<file path="config.mk">
export PLATFORM = sky130hd
export DESIGN_NAME = box_intersection_over_union
export DESIGN_NICKNAME = d
export VERILOG_FILES = /design/src/design/bxiou_pkg.sv /design/src/design/bxiou_overlap.sv /design/src/design/bxiou_area.sv /design/src/design/bxiou_divider.sv /design/src/design/box_intersection_over_union.sv
export SDC_FILE = /design/constraint.sdc
export NUM_CORES = 2
export LEC_CHECK = 0
export ABC_AREA = 1
export BUFFER_PORTS_ARGS = -buffer_cell sky130_fd_sc_hd__buf_2
export CORE_ASPECT_RATIO = 0.8
export CORE_MARGIN = 2
export CORE_UTILIZATION = 58
export DETAILED_ROUTE_END_ITERATION = 10
export GPL_TIMING_DRIVEN = 0
export PLACE_DENSITY = 0.86
export SLEW_MARGIN = 10
export SYNTH_ARGS = -nofsm -noshare
export SYNTH_HDL_FRONTEND = slang
export SYNTH_SLANG_ARGS = --single-unit
</file>
<file path="constraint.sdc">
create_clock -name clk -period 5.8 [get_ports clk]
set_clock_uncertainty 0.15 [all_clocks]
set_input_delay 0.87 -clock clk [delete_from_list [all_inputs] [get_ports clk]]
set_output_delay 0.87 -clock clk [all_outputs]
set_load 0.1 [all_outputs]
</file>
<file path="src/design/bxiou_pkg.sv">
// constants, beat types and stage payloads of the box iou pipeline
// no dependencies
package bxiou_pkg;

    localparam int COORD_BITS = 16;
    localparam int SIZE_BITS  = COORD_BITS - 1;
    localparam int FRAC_BITS  = 16;
    localparam int AREA_BITS  = 2 * SIZE_BITS;
    localparam int UNION_BITS = AREA_BITS + 1;
    localparam int RATIO_BITS = FRAC_BITS + 1;
    localparam int DIV_STEPS  = FRAC_BITS + 1;
    // overlap stage, two area stages, one stage per quotient bit
    localparam int LATENCY    = 3 + DIV_STEPS;

    typedef struct packed {
        logic signed [COORD_BITS-1:0] first_x;
        logic signed [COORD_BITS-1:0] first_y;
        logic        [SIZE_BITS-1:0]  first_width;
        logic        [SIZE_BITS-1:0]  first_height;
        logic signed [COORD_BITS-1:0] second_x;
        logic signed [COORD_BITS-1:0] second_y;
        logic        [SIZE_BITS-1:0]  second_width;
        logic        [SIZE_BITS-1:0]  second_height;
    } box_pair_t;

    typedef struct packed {
        logic [RATIO_BITS-1:0] overlap_ratio;
        logic                  union_empty;
    } iou_result_t;

    typedef struct packed {
        logic [SIZE_BITS-1:0] ow;
        logic [SIZE_BITS-1:0] oh;
        logic [SIZE_BITS-1:0] first_w;
        logic [SIZE_BITS-1:0] first_h;
        logic [SIZE_BITS-1:0] second_w;
        logic [SIZE_BITS-1:0] second_h;
    } span_beat_t;

    typedef struct packed {
        logic [AREA_BITS-1:0]  inter;
        logic [UNION_BITS-1:0] uni;
        logic                  empty;
    } div_job_t;

endpackage

</file>
<file path="src/design/bxiou_overlap.sv">
// first pipeline stage: overlap length of the two boxes along each axis
// depends on bxiou_pkg
module bxiou_overlap
(
    input  logic                   clk,
    input  logic                   rst_n,
    input  logic                   in_valid,
    input  bxiou_pkg::box_pair_t   pair,
    output logic                   out_valid,
    output bxiou_pkg::span_beat_t  span
);

    // min of right edges minus max of left edges, zero when not positive
    function automatic logic [bxiou_pkg::SIZE_BITS-1:0] span_len
    (
        input logic signed [bxiou_pkg::COORD_BITS-1:0] lo1,
        input logic        [bxiou_pkg::SIZE_BITS-1:0]  len1,
        input logic signed [bxiou_pkg::COORD_BITS-1:0] lo2,
        input logic        [bxiou_pkg::SIZE_BITS-1:0]  len2
    );
        logic signed [bxiou_pkg::COORD_BITS:0]   l1;
        logic signed [bxiou_pkg::COORD_BITS:0]   l2;
        logic signed [bxiou_pkg::COORD_BITS:0]   r1;
        logic signed [bxiou_pkg::COORD_BITS:0]   r2;
        logic signed [bxiou_pkg::COORD_BITS:0]   rmin;
        logic signed [bxiou_pkg::COORD_BITS:0]   lmax;
        logic signed [bxiou_pkg::COORD_BITS+1:0] d;
        l1   = {lo1[bxiou_pkg::COORD_BITS-1], lo1};
        l2   = {lo2[bxiou_pkg::COORD_BITS-1], lo2};
        r1   = l1 + $signed({2'b00, len1});
        r2   = l2 + $signed({2'b00, len2});
        rmin = (r1 < r2) ? r1 : r2;
        lmax = (l1 > l2) ? l1 : l2;
        d    = {rmin[bxiou_pkg::COORD_BITS], rmin} - {lmax[bxiou_pkg::COORD_BITS], lmax};
        // d never exceeds the shorter length, so the low bits hold it
        if (!d[bxiou_pkg::COORD_BITS+1] && (d != '0))
        begin
            span_len = d[bxiou_pkg::SIZE_BITS-1:0];
        end
        else
        begin
            span_len = '0;
        end
    endfunction

    logic                  valid_reg;
    logic                  valid_next;
    bxiou_pkg::span_beat_t span_reg;
    bxiou_pkg::span_beat_t span_next;

    always_comb
    begin
        valid_next         = in_valid;
        span_next.ow       = span_len(pair.first_x, pair.first_width,
                                      pair.second_x, pair.second_width);
        span_next.oh       = span_len(pair.first_y, pair.first_height,
                                      pair.second_y, pair.second_height);
        span_next.first_w  = pair.first_width;
        span_next.first_h  = pair.first_height;
        span_next.second_w = pair.second_width;
        span_next.second_h = pair.second_height;
    end

    always_ff @(posedge clk or negedge rst_n)
    begin
        if (!rst_n)
        begin
            valid_reg <= 1'b0;
        end
        else
        begin
            valid_reg <= valid_next;
        end
    end

    always_ff @(posedge clk)
    begin
        span_reg <= span_next;
    end

    assign out_valid = valid_reg;
    assign span      = span_reg;

endmodule

</file>
<file path="src/design/bxiou_area.sv">
// second and third pipeline stages: the three areas, then union and empty flag
// depends on bxiou_pkg
module bxiou_area
(
    input  logic                  clk,
    input  logic                  rst_n,
    input  logic                  in_valid,
    input  bxiou_pkg::span_beat_t span,
    output logic                  out_valid,
    output bxiou_pkg::div_job_t   job
);

    logic                             prod_valid_reg;
    logic [bxiou_pkg::AREA_BITS-1:0]  inter_reg;
    logic [bxiou_pkg::AREA_BITS-1:0]  first_area_reg;
    logic [bxiou_pkg::AREA_BITS-1:0]  second_area_reg;
    logic [bxiou_pkg::AREA_BITS-1:0]  inter_next;
    logic [bxiou_pkg::AREA_BITS-1:0]  first_area_next;
    logic [bxiou_pkg::AREA_BITS-1:0]  second_area_next;
    logic                             job_valid_reg;
    bxiou_pkg::div_job_t              job_reg;
    bxiou_pkg::div_job_t              job_next;
    logic [bxiou_pkg::UNION_BITS-1:0] uni;

    // three narrow multipliers side by side
    always_comb
    begin
        inter_next       = {{bxiou_pkg::SIZE_BITS{1'b0}}, span.ow}
                         * {{bxiou_pkg::SIZE_BITS{1'b0}}, span.oh};
        first_area_next  = {{bxiou_pkg::SIZE_BITS{1'b0}}, span.first_w}
                         * {{bxiou_pkg::SIZE_BITS{1'b0}}, span.first_h};
        second_area_next = {{bxiou_pkg::SIZE_BITS{1'b0}}, span.second_w}
                         * {{bxiou_pkg::SIZE_BITS{1'b0}}, span.second_h};
    end

    // overlap never exceeds either area, so the union cannot go negative
    always_comb
    begin
        uni            = {1'b0, first_area_reg} + {1'b0, second_area_reg}
                       - {1'b0, inter_reg};
        job_next.inter = inter_reg;
        job_next.uni   = uni;
        job_next.empty = (uni == '0);
    end

    always_ff @(posedge clk or negedge rst_n)
    begin
        if (!rst_n)
        begin
            prod_valid_reg <= 1'b0;
            job_valid_reg  <= 1'b0;
        end
        else
        begin
            prod_valid_reg <= in_valid;
            job_valid_reg  <= prod_valid_reg;
        end
    end

    always_ff @(posedge clk)
    begin
        inter_reg       <= inter_next;
        first_area_reg  <= first_area_next;
        second_area_reg <= second_area_next;
        job_reg         <= job_next;
    end

    assign out_valid = job_valid_reg;
    assign job       = job_reg;

endmodule

</file>
<file path="src/design/bxiou_divider.sv">
// pipelined restoring divider, one quotient bit per stage, msb (the 1.0 bit) first
// depends on bxiou_pkg
module bxiou_divider
(
    input  logic                   clk,
    input  logic                   rst_n,
    input  logic                   in_valid,
    input  bxiou_pkg::div_job_t    job,
    output logic                   out_valid,
    output bxiou_pkg::iou_result_t result
);

    logic                             valid_reg [bxiou_pkg::DIV_STEPS];
    logic                             empty_reg [bxiou_pkg::DIV_STEPS];
    logic [bxiou_pkg::UNION_BITS-1:0] den_reg   [bxiou_pkg::DIV_STEPS];
    logic [bxiou_pkg::UNION_BITS-1:0] rem_reg   [bxiou_pkg::DIV_STEPS];
    logic [bxiou_pkg::RATIO_BITS-1:0] quo_reg   [bxiou_pkg::DIV_STEPS];
    logic [bxiou_pkg::UNION_BITS-1:0] rem_next  [bxiou_pkg::DIV_STEPS];
    logic [bxiou_pkg::RATIO_BITS-1:0] quo_next  [bxiou_pkg::DIV_STEPS];

    for (genvar s = 0; s < bxiou_pkg::DIV_STEPS; s++)
    begin : g_step
        logic [bxiou_pkg::UNION_BITS:0]   trial;
        logic [bxiou_pkg::UNION_BITS:0]   diff;
        logic [bxiou_pkg::UNION_BITS-1:0] den;
        logic [bxiou_pkg::RATIO_BITS-1:0] quo_in;
        logic                             empty;
        logic                             valid_in;
        logic                             fits;

        if (s == 0)
        begin : g_first
            // first bit compares the overlap itself: set only for a full match
            always_comb
            begin
                trial    = {2'b00, job.inter};
                den      = job.uni;
                quo_in   = '0;
                empty    = job.empty;
                valid_in = in_valid;
            end
        end
        else
        begin : g_next
            always_comb
            begin
                trial    = {rem_reg[s-1], 1'b0};
                den      = den_reg[s-1];
                quo_in   = quo_reg[s-1];
                empty    = empty_reg[s-1];
                valid_in = valid_reg[s-1];
            end
        end

        always_comb
        begin
            diff        = trial - {1'b0, den};
            fits        = !empty && (trial >= {1'b0, den});
            rem_next[s] = fits ? diff[bxiou_pkg::UNION_BITS-1:0]
                               : trial[bxiou_pkg::UNION_BITS-1:0];
            quo_next[s] = {quo_in[bxiou_pkg::RATIO_BITS-2:0], fits};
        end

        always_ff @(posedge clk or negedge rst_n)
        begin
            if (!rst_n)
            begin
                valid_reg[s] <= 1'b0;
            end
            else
            begin
                valid_reg[s] <= valid_in;
            end
        end

        always_ff @(posedge clk)
        begin
            empty_reg[s] <= empty;
            den_reg[s]   <= den;
            rem_reg[s]   <= rem_next[s];
            quo_reg[s]   <= quo_next[s];
        end
    end

    // an empty union never sets a quotient bit, so the ratio is already zero
    assign out_valid            = valid_reg[bxiou_pkg::DIV_STEPS-1];
    assign result.overlap_ratio = quo_reg[bxiou_pkg::DIV_STEPS-1];
    assign result.union_empty   = empty_reg[bxiou_pkg::DIV_STEPS-1];

endmodule

</file>
<file path="src/design/box_intersection_over_union.sv">
// box intersection over union: one box pair per clock
// pipeline: 1 overlap stage + 2 area stages + 17 divider stages, one quotient bit each
// throughput: one beat per cycle in both directions; busy stays low, nothing stalls
// the 17-stage quotient chain sets the latency; every stage runs every cycle
// reset (rst_n, async, active low) clears the valid bits; in-flight beats are dropped
// depends on bxiou_pkg, bxiou_overlap, bxiou_area, bxiou_divider
module box_intersection_over_union
(
    input  logic                   clk,
    input  logic                   rst_n,
    input  logic                   start,
    output logic                   busy,
    input  bxiou_pkg::box_pair_t   boxes,
    output logic                   done,
    output bxiou_pkg::iou_result_t score
);

    // stage handoffs: a valid bit rides along with each payload
    logic                  span_valid;
    bxiou_pkg::span_beat_t span;
    logic                  job_valid;
    bxiou_pkg::div_job_t   job;

    // the pipeline never backs up, so every start beat is taken
    assign busy = 1'b0;

    // overlap width and height, clamped at zero for separated or touching boxes
    bxiou_overlap u_overlap
    (
        .clk       (clk),
        .rst_n     (rst_n),
        .in_valid  (start),
        .pair      (boxes),
        .out_valid (span_valid),
        .span      (span)
    );

    // overlap area and both box areas, then union and its empty flag
    bxiou_area u_area
    (
        .clk       (clk),
        .rst_n     (rst_n),
        .in_valid  (span_valid),
        .span      (span),
        .out_valid (job_valid),
        .job       (job)
    );

    // overlap * 2^16 / union, truncated; the top bit stands for 1.0
    bxiou_divider u_divider
    (
        .clk       (clk),
        .rst_n     (rst_n),
        .in_valid  (job_valid),
        .job       (job),
        .out_valid (done),
        .result    (score)
    );

endmodule

</file>
# After elaboration in Yosys (flattened, before gate mapping)
# Memory sizes are Yosys's and may differ from the RTL's.
# Index checks and enable logic that the tools add are counted.
dict set report op_classes {
  add_sub_neg 25
  n_mul 3
  n_lt_le_gt_ge 21
  n_mux 21
  reduce_logical 41
}
# op count
set ops {}
lappend ops {{$mux 31} 17}
lappend ops {{$ge 32x31->1} 16}
lappend ops {{$sub 31x31->31} 16}
lappend ops {{$mul 15x15->30} 3}
lappend ops {{$add 16x16->17} 4}
lappend ops {{$mux 17} 4}
lappend ops {{$reduce_bool 18->1} 2}
lappend ops {{$sub 17x17->18} 2}
lappend ops {{$lt 17x17->1} 2}
lappend ops {{$gt 16x16->1} 2}
lappend ops {{$add 30x30->31} 1}
lappend ops {{$ge 30x31->1} 1}
lappend ops {{$logic_not 31->1} 1}
lappend ops {{$sub 30x31->31} 1}
lappend ops {{$sub 31x30->31} 1}
lappend ops {{$logic_and 1x1->1} 19}
lappend ops {{$logic_not 1->1} 19}
dict set report word_totals {
  ff_bits 262
  mem_bits_rw 1360
  in_bits 127
  out_inout_bits 20
  wordCells 147
  memories 4
}
# name depth width read_ports rd_ports_with_merged_regs write_ports line
set memory_table {}
lappend memory_table {u_divider.den_reg 17 31 16 0 17 bxiou_divider.sv:15} ;# logic [bxiou_pkg::UNION_BITS-1:0] den_reg [bxiou_pkg::DIV_STEPS];
lappend memory_table {u_divider.rem_reg 17 31 16 0 17 bxiou_divider.sv:16} ;# logic [bxiou_pkg::UNION_BITS-1:0] rem_reg [bxiou_pkg::DIV_STEPS];
lappend memory_table {u_divider.quo_reg 17 17 17 0 17 bxiou_divider.sv:17} ;# logic [bxiou_pkg::RATIO_BITS-1:0] quo_reg [bxiou_pkg::DIV_STEPS];
lappend memory_table {u_divider.empty_reg 17 1 17 0 17 bxiou_divider.sv:14} ;# logic empty_reg [bxiou_pkg::DIV_STEPS];

# Longest topological paths before layout
dict set report depth {
  depth_word 6
  depth_mapped 45
  depth_no_buf 43
}

# Cells and area by module
# A second synthesis with hierarchy kept.
dict set report unflattened {
  hier_cells 16977
  hier_area_um2 111344.3
}
# mod n_inst cells_per_inst area_per_inst_um2 seq_area_each_um2
set modules_own_cells {}
lappend modules_own_cells {bxiou_divider 1 11596 72142.9 23687.7}
lappend modules_own_cells {bxiou_area 1 3911 29629.7 3093.0}
lappend modules_own_cells {bxiou_overlap 1 1468 9560.4 1826.8}
lappend modules_own_cells {box_intersection_over_union 1 2 11.3 0.0}

# Worst setup path before layout
# Ideal clock, no wire load.
dict set report synth_path {
  path_kind {in2reg}
  from {input boxes[0] (netlist bit)}
  to {register u_overlap.span_reg (netlist bit u_overlap.span[68])}
  setup_time_ns 0.119
  t_arrival_ns 5.774
  t_required_ns 5.531
  path_slack_ns -0.243
  path_stages 40
  n_path_buf 2
  cell_sequence {ha_1 > fa_1 > nand3_1 > and2_1 > o21ai_0 > a31oi_1 > xnor2_1 > inv_1 > ha_1 > nand2_1 > nor2_1 > a211oi_1 > nand2_1 > nand2_1 > nand3_1 > nand2_1 > nand3_1 > nand2_1 > [... 4 more ...] > buf_4 > nand2_1 > nand2_1 > ha_1 > inv_1 > fa_1 > nand3_1 > nand3_1 > a21boi_1 > nor2_1 > o21ai_1 > xor2_1 > nand2_1 > nor2_1 > nand3_1 > o21ai_2 > buf_6 > nor2_1}
}
dict set report synth_via {
  elab_chain_cells 6
  elab_cells_between_ends 7
  cone_classes {2 x add/sub; 1 x order compare; 1 x mux; 3 x reduce/logical}
}
# element line
set synth_lines {}
lappend synth_lines {{start: declaration} box_intersection_over_union.sv:13} ;# input bxiou_pkg::box_pair_t boxes,
lappend synth_lines {{$add 16x16->17 *} bxiou_overlap.sv:31} ;# r2 = l2 + $signed({2'b00, len2});
lappend synth_lines {{$lt 17x17->1} bxiou_overlap.sv:32} ;# rmin = (r1 < r2) ? r1 : r2;
lappend synth_lines {{$mux 17 *} bxiou_overlap.sv:32}
lappend synth_lines {{$sub 17x17->18 *} bxiou_overlap.sv:34} ;# d = {rmin[bxiou_pkg::COORD_BITS], rmin} - {lmax[bxiou_pkg::COORD_BITS], lmax};
lappend synth_lines {{$reduce_bool 18->1 or $logic_not 1->1 (tied branches)} bxiou_overlap.sv:36} ;# if (!d[bxiou_pkg::COORD_BITS+1] && (d != '0))
lappend synth_lines {{$logic_and 1x1->1} bxiou_overlap.sv:36}
lappend synth_lines {{end signal: assignment} bxiou_overlap.sv:78} ;# span_reg <= span_next;
lappend synth_lines {{end: declaration} bxiou_overlap.sv:48} ;# bxiou_pkg::span_beat_t span_reg;
# Every way passes the cells marked *; elsewhere a longest branch is shown, timed or not.
# A chain may end at the register's enable or synchronous reset.

# Worst setup path in the final report
dict set report layout_path {
  from {register u_overlap.span_reg (netlist bit u_overlap.span[24])}
  to {register u_area.second_area_reg[29] (netlist bit)}
}
dict set report layout_via {
  elab_chain_cells 1
}
# element line
set layout_lines {}
lappend layout_lines {{$mul 15x15->30} bxiou_area.sv:33} ;# * {{bxiou_pkg::SIZE_BITS{1'b0}}, span.second_h};
lappend layout_lines {{via u_area.second_area_next, one bit} bxiou_area.sv:19} ;# logic [bxiou_pkg::AREA_BITS-1:0] second_area_next;
lappend layout_lines {{end signal: assignment} bxiou_area.sv:64} ;# second_area_reg <= second_area_next;
lappend layout_lines {{end: declaration} bxiou_area.sv:16} ;# logic [bxiou_pkg::AREA_BITS-1:0] second_area_reg;
# The timed path passes the listed nets, and every way through them passes these cells.

==> results.yml <==
yosys:
  muxShareOfSynthArea_pct: 0
  syn_inst: 11900
  synth_area_sq_um: 94000
  synth_adder_area_share_pct: 25.0
  syn_nets: 13600
  yosysMostFrequentCell: "nand2_1"
  synth-seq-area-share_pct: 30.4
  ys_top_cells_by_area: "dfxtp_1 30%, ha_1 13%, fa_1 12%, nand2_1 11%, inv_1 8.7%"
  synth-main-ff-cell: "dfxtp_1"
  synth_top_family_by_area: "adder cells"
  synth_edf_count: 0
  yosysTopAreaCellShare_pct: 29.9
  synth_top_area_cell: "dfxtp_1"
  syn_area_per_cell_sq_um: 7.88
  synthSimpleGateAreaFrac_pct: 16.7
  yosysWarnings: 0
  synthXorXnorAreaFrac_pct: 5.86
  ys_types: 64
  synth_common_cells: "2739 x nand2_1, 2175 x inv_1, 1404 x dfxtp_1, 994 x ha_1, 743 x a21oi_1"
  ys_async_sr_fraction_pct: 1.40
  synth-seq-cells: 1424
  synth_compound_area_share_pct: 12.2
sta:
  drv_slew: 0
  setup-violations-final: 13
  hold_slack_ns: 0.0365
  slew_headroom_pct: 31.7
  fmax_ghz: 0.163
  finalHoldViolCount: 0
  worst_pin_slew_ns: 1.01
  finalSetupTns_ns: -2.28
  fin_crit_sh_pct: 106
  fin_crit_ns: 6.15
  rsz0062_at_grt: "yes"
  setup_ws_ns: -0.346
detailed_routing:
  drc: 0
  ant_nets: 0
  postRouteWirelength_mm: 285
  drt_pass1_iterations: 6
  viasPerCell: 5.60
  num_vias: 81800
  drt-wirelength-per-cell_um: 19.5
  drt_iter0_drc: 9196
global_route:
  antenna_found_initial: 8
  grt_pass1_vias: 77100
  grt_start_max_net_pins: 21
  grt_overflow: 0
  grt.total_usage_pct: 33.1
  grt_pass1_wl_mm: 428
finish:
  synthToLayoutAreaGrowth_pct: 12.5
  num-nets-final: 14000
  fillers: 12900
  drive_gt1_share_pct: 8.93
min_path:
  hp-class: "input pin to flip-flop"
  hold_end: "u_overlap.out_valid"
  hp-start: "start"
  hold_depth: 1
floorplanning:
  ioPinCount: 147
  core_region_area_sq_um: 161000
  fp.dieH_um: 364
  row_count: 132
  dieArea_sq_um: 165000
  start_util_pct: 58.3
  die_w_um: 454
place:
  post-dp-hpwl_mm: 224
  gp_congestion: 0.995
  post-place-ws_ns: -1.06
  io_buffers: 145
clock_network:
  cts_tree: "built"
  cts_buffers: 141
  htreeDepth: 4
  cts.path.max_buffers: 3
  clk_pin_slew_ns: 0.07
  clk_latency_ns: 0.80
  cts_sinks: 1424
  clockRootBuffer: "clkbuf_16"
worst_setup_path:
  required_ns: 6.31
  endpoint_kind: "flip-flop"
  r2r-end: "u_area.second_area_reg[29]"
  criticalPathCategory: "flip-flop to flip-flop"
  startpoint_type: "flip-flop"
  r2r_start: "u_overlap.span[24]"
  reg2reg_slack_ns: -0.35
  rr_worst_depth: 22
  critPathMaxFanout: 10
  critical_path_arrival_ns: 6.65
status:
  violations: "negative setup slack"
  status: "finished, violations left"
job:
  drv_cap: 0
==> per-stage QoR <==
step	area, sq um	instances	utilization, %
2_1_floorplan	94100	11900	-
3_3_place_gp	97500	14200	60.4
3_5_place_dp	97500	14200	60.4
4_1_cts	104000	14500	64.3
5_1_grt	106000	14600	65.5
6_report	106000	14600	65.5
==> placed cells by master (no fill, tap or decap), types with 37 or more instances in the layout <==
cell type  instances
a21o_1            92
a21oi_1          697
a21oi_2           56
a31oi_1           98
buf_2            217
buf_4            145
clkbuf_1          43
clkbuf_16        151
clkbuf_8          37
dfxtp_1         1317
dfxtp_4           65
fa_1             534
ha_1             953
inv_1           2159
nand2_1         2714
nand3_1          281
nand4_1           88
nor2_1           548
nor3_1           116
nor4_1            38
o21ai_0          621
o21ai_1          176
xnor2_1          338
xor2_1           271
==> worst max-delay path by stage <==
stage                       start                         end  depth (start not counted)
4_1_cts         u_overlap.span[4]  u_area.second_area_reg[22]                         20
3_3_place_gp            boxes[64]          u_overlap.span[64]                         32
3_5_place_dp            boxes[64]          u_overlap.span[64]                         34
6_report       u_overlap.span[24]  u_area.second_area_reg[29]                         22
5_1_grt        u_overlap.span[24]  u_area.second_area_reg[29]                         22
2_1_floorplan           boxes[77]          u_overlap.span[84]                         35
==> critical path, cell delays in order, from the launching register on <==
cell and delay, ns:
dfxtp_4 0.41, clkbuf_8 0.20, nand2_1 0.11, fa_1 0.57, inv_2 0.06, fa_1 0.62
fa_1 0.56, inv_2 0.04, fa_1 0.55, inv_2 0.04, fa_1 0.53, fa_1 0.55
ha_4 0.36, nand2_2 0.10, nor2_2 0.13, nor2_2 0.07, o221ai_2 0.14, nand2_1 0.09
nand3_2 0.12, a21oi_2 0.07, nor2_2 0.16, nor2_4 0.06, xnor2_4 0.29
==> per-layer routing <==
layer	up-vias	GRT usage [%]	wire length, um
met1	38000	47.6	124000
met5	-	0	0
li1	38800	-	-
met3	744	8.42	33200
met4	0	10.6	11500
met2	4218	48.4	116000
==> area by class of cell <==
cell class,instances,area (sq um),area share (%)
Inverter,2189,8220,7.77
Multi-Input combinational cell,8110,57500,54.4
Clock buffer,176,3940,3.72
Buffer,195,1580,1.50
Antenna cell,3,7.51,0.00710
Clock inverter,78,1020,0.962
Sequential cell,1424,28900,27.3
Timing Repair Buffer,287,1890,1.78
Tap cell,2144,2680,2.54
==> cells by family after synthesis <==
| logic type | Yosys count |
|---|---|
| simple gates | 3897 |
| fa+ha+maj | 1547 |
| buf+inv | 2399 |
| compound gates | 2037 |
| flops | 1424 |
| other cells | 1 |
| xor+xnor | 628 |
==> what timing repair did <==
item,in CTS,in global routing
gates resized for setup,374,348
cloned,0,2
setup buffers,26,112
pin swaps,29,149
hold endpoints to repair,21,0
hold buffers,2,0
setup endpoints to repair,78,66
Power is not shown: default switching activity piles up to over one toggle a cycle in this logic, so the estimate is an artifact.
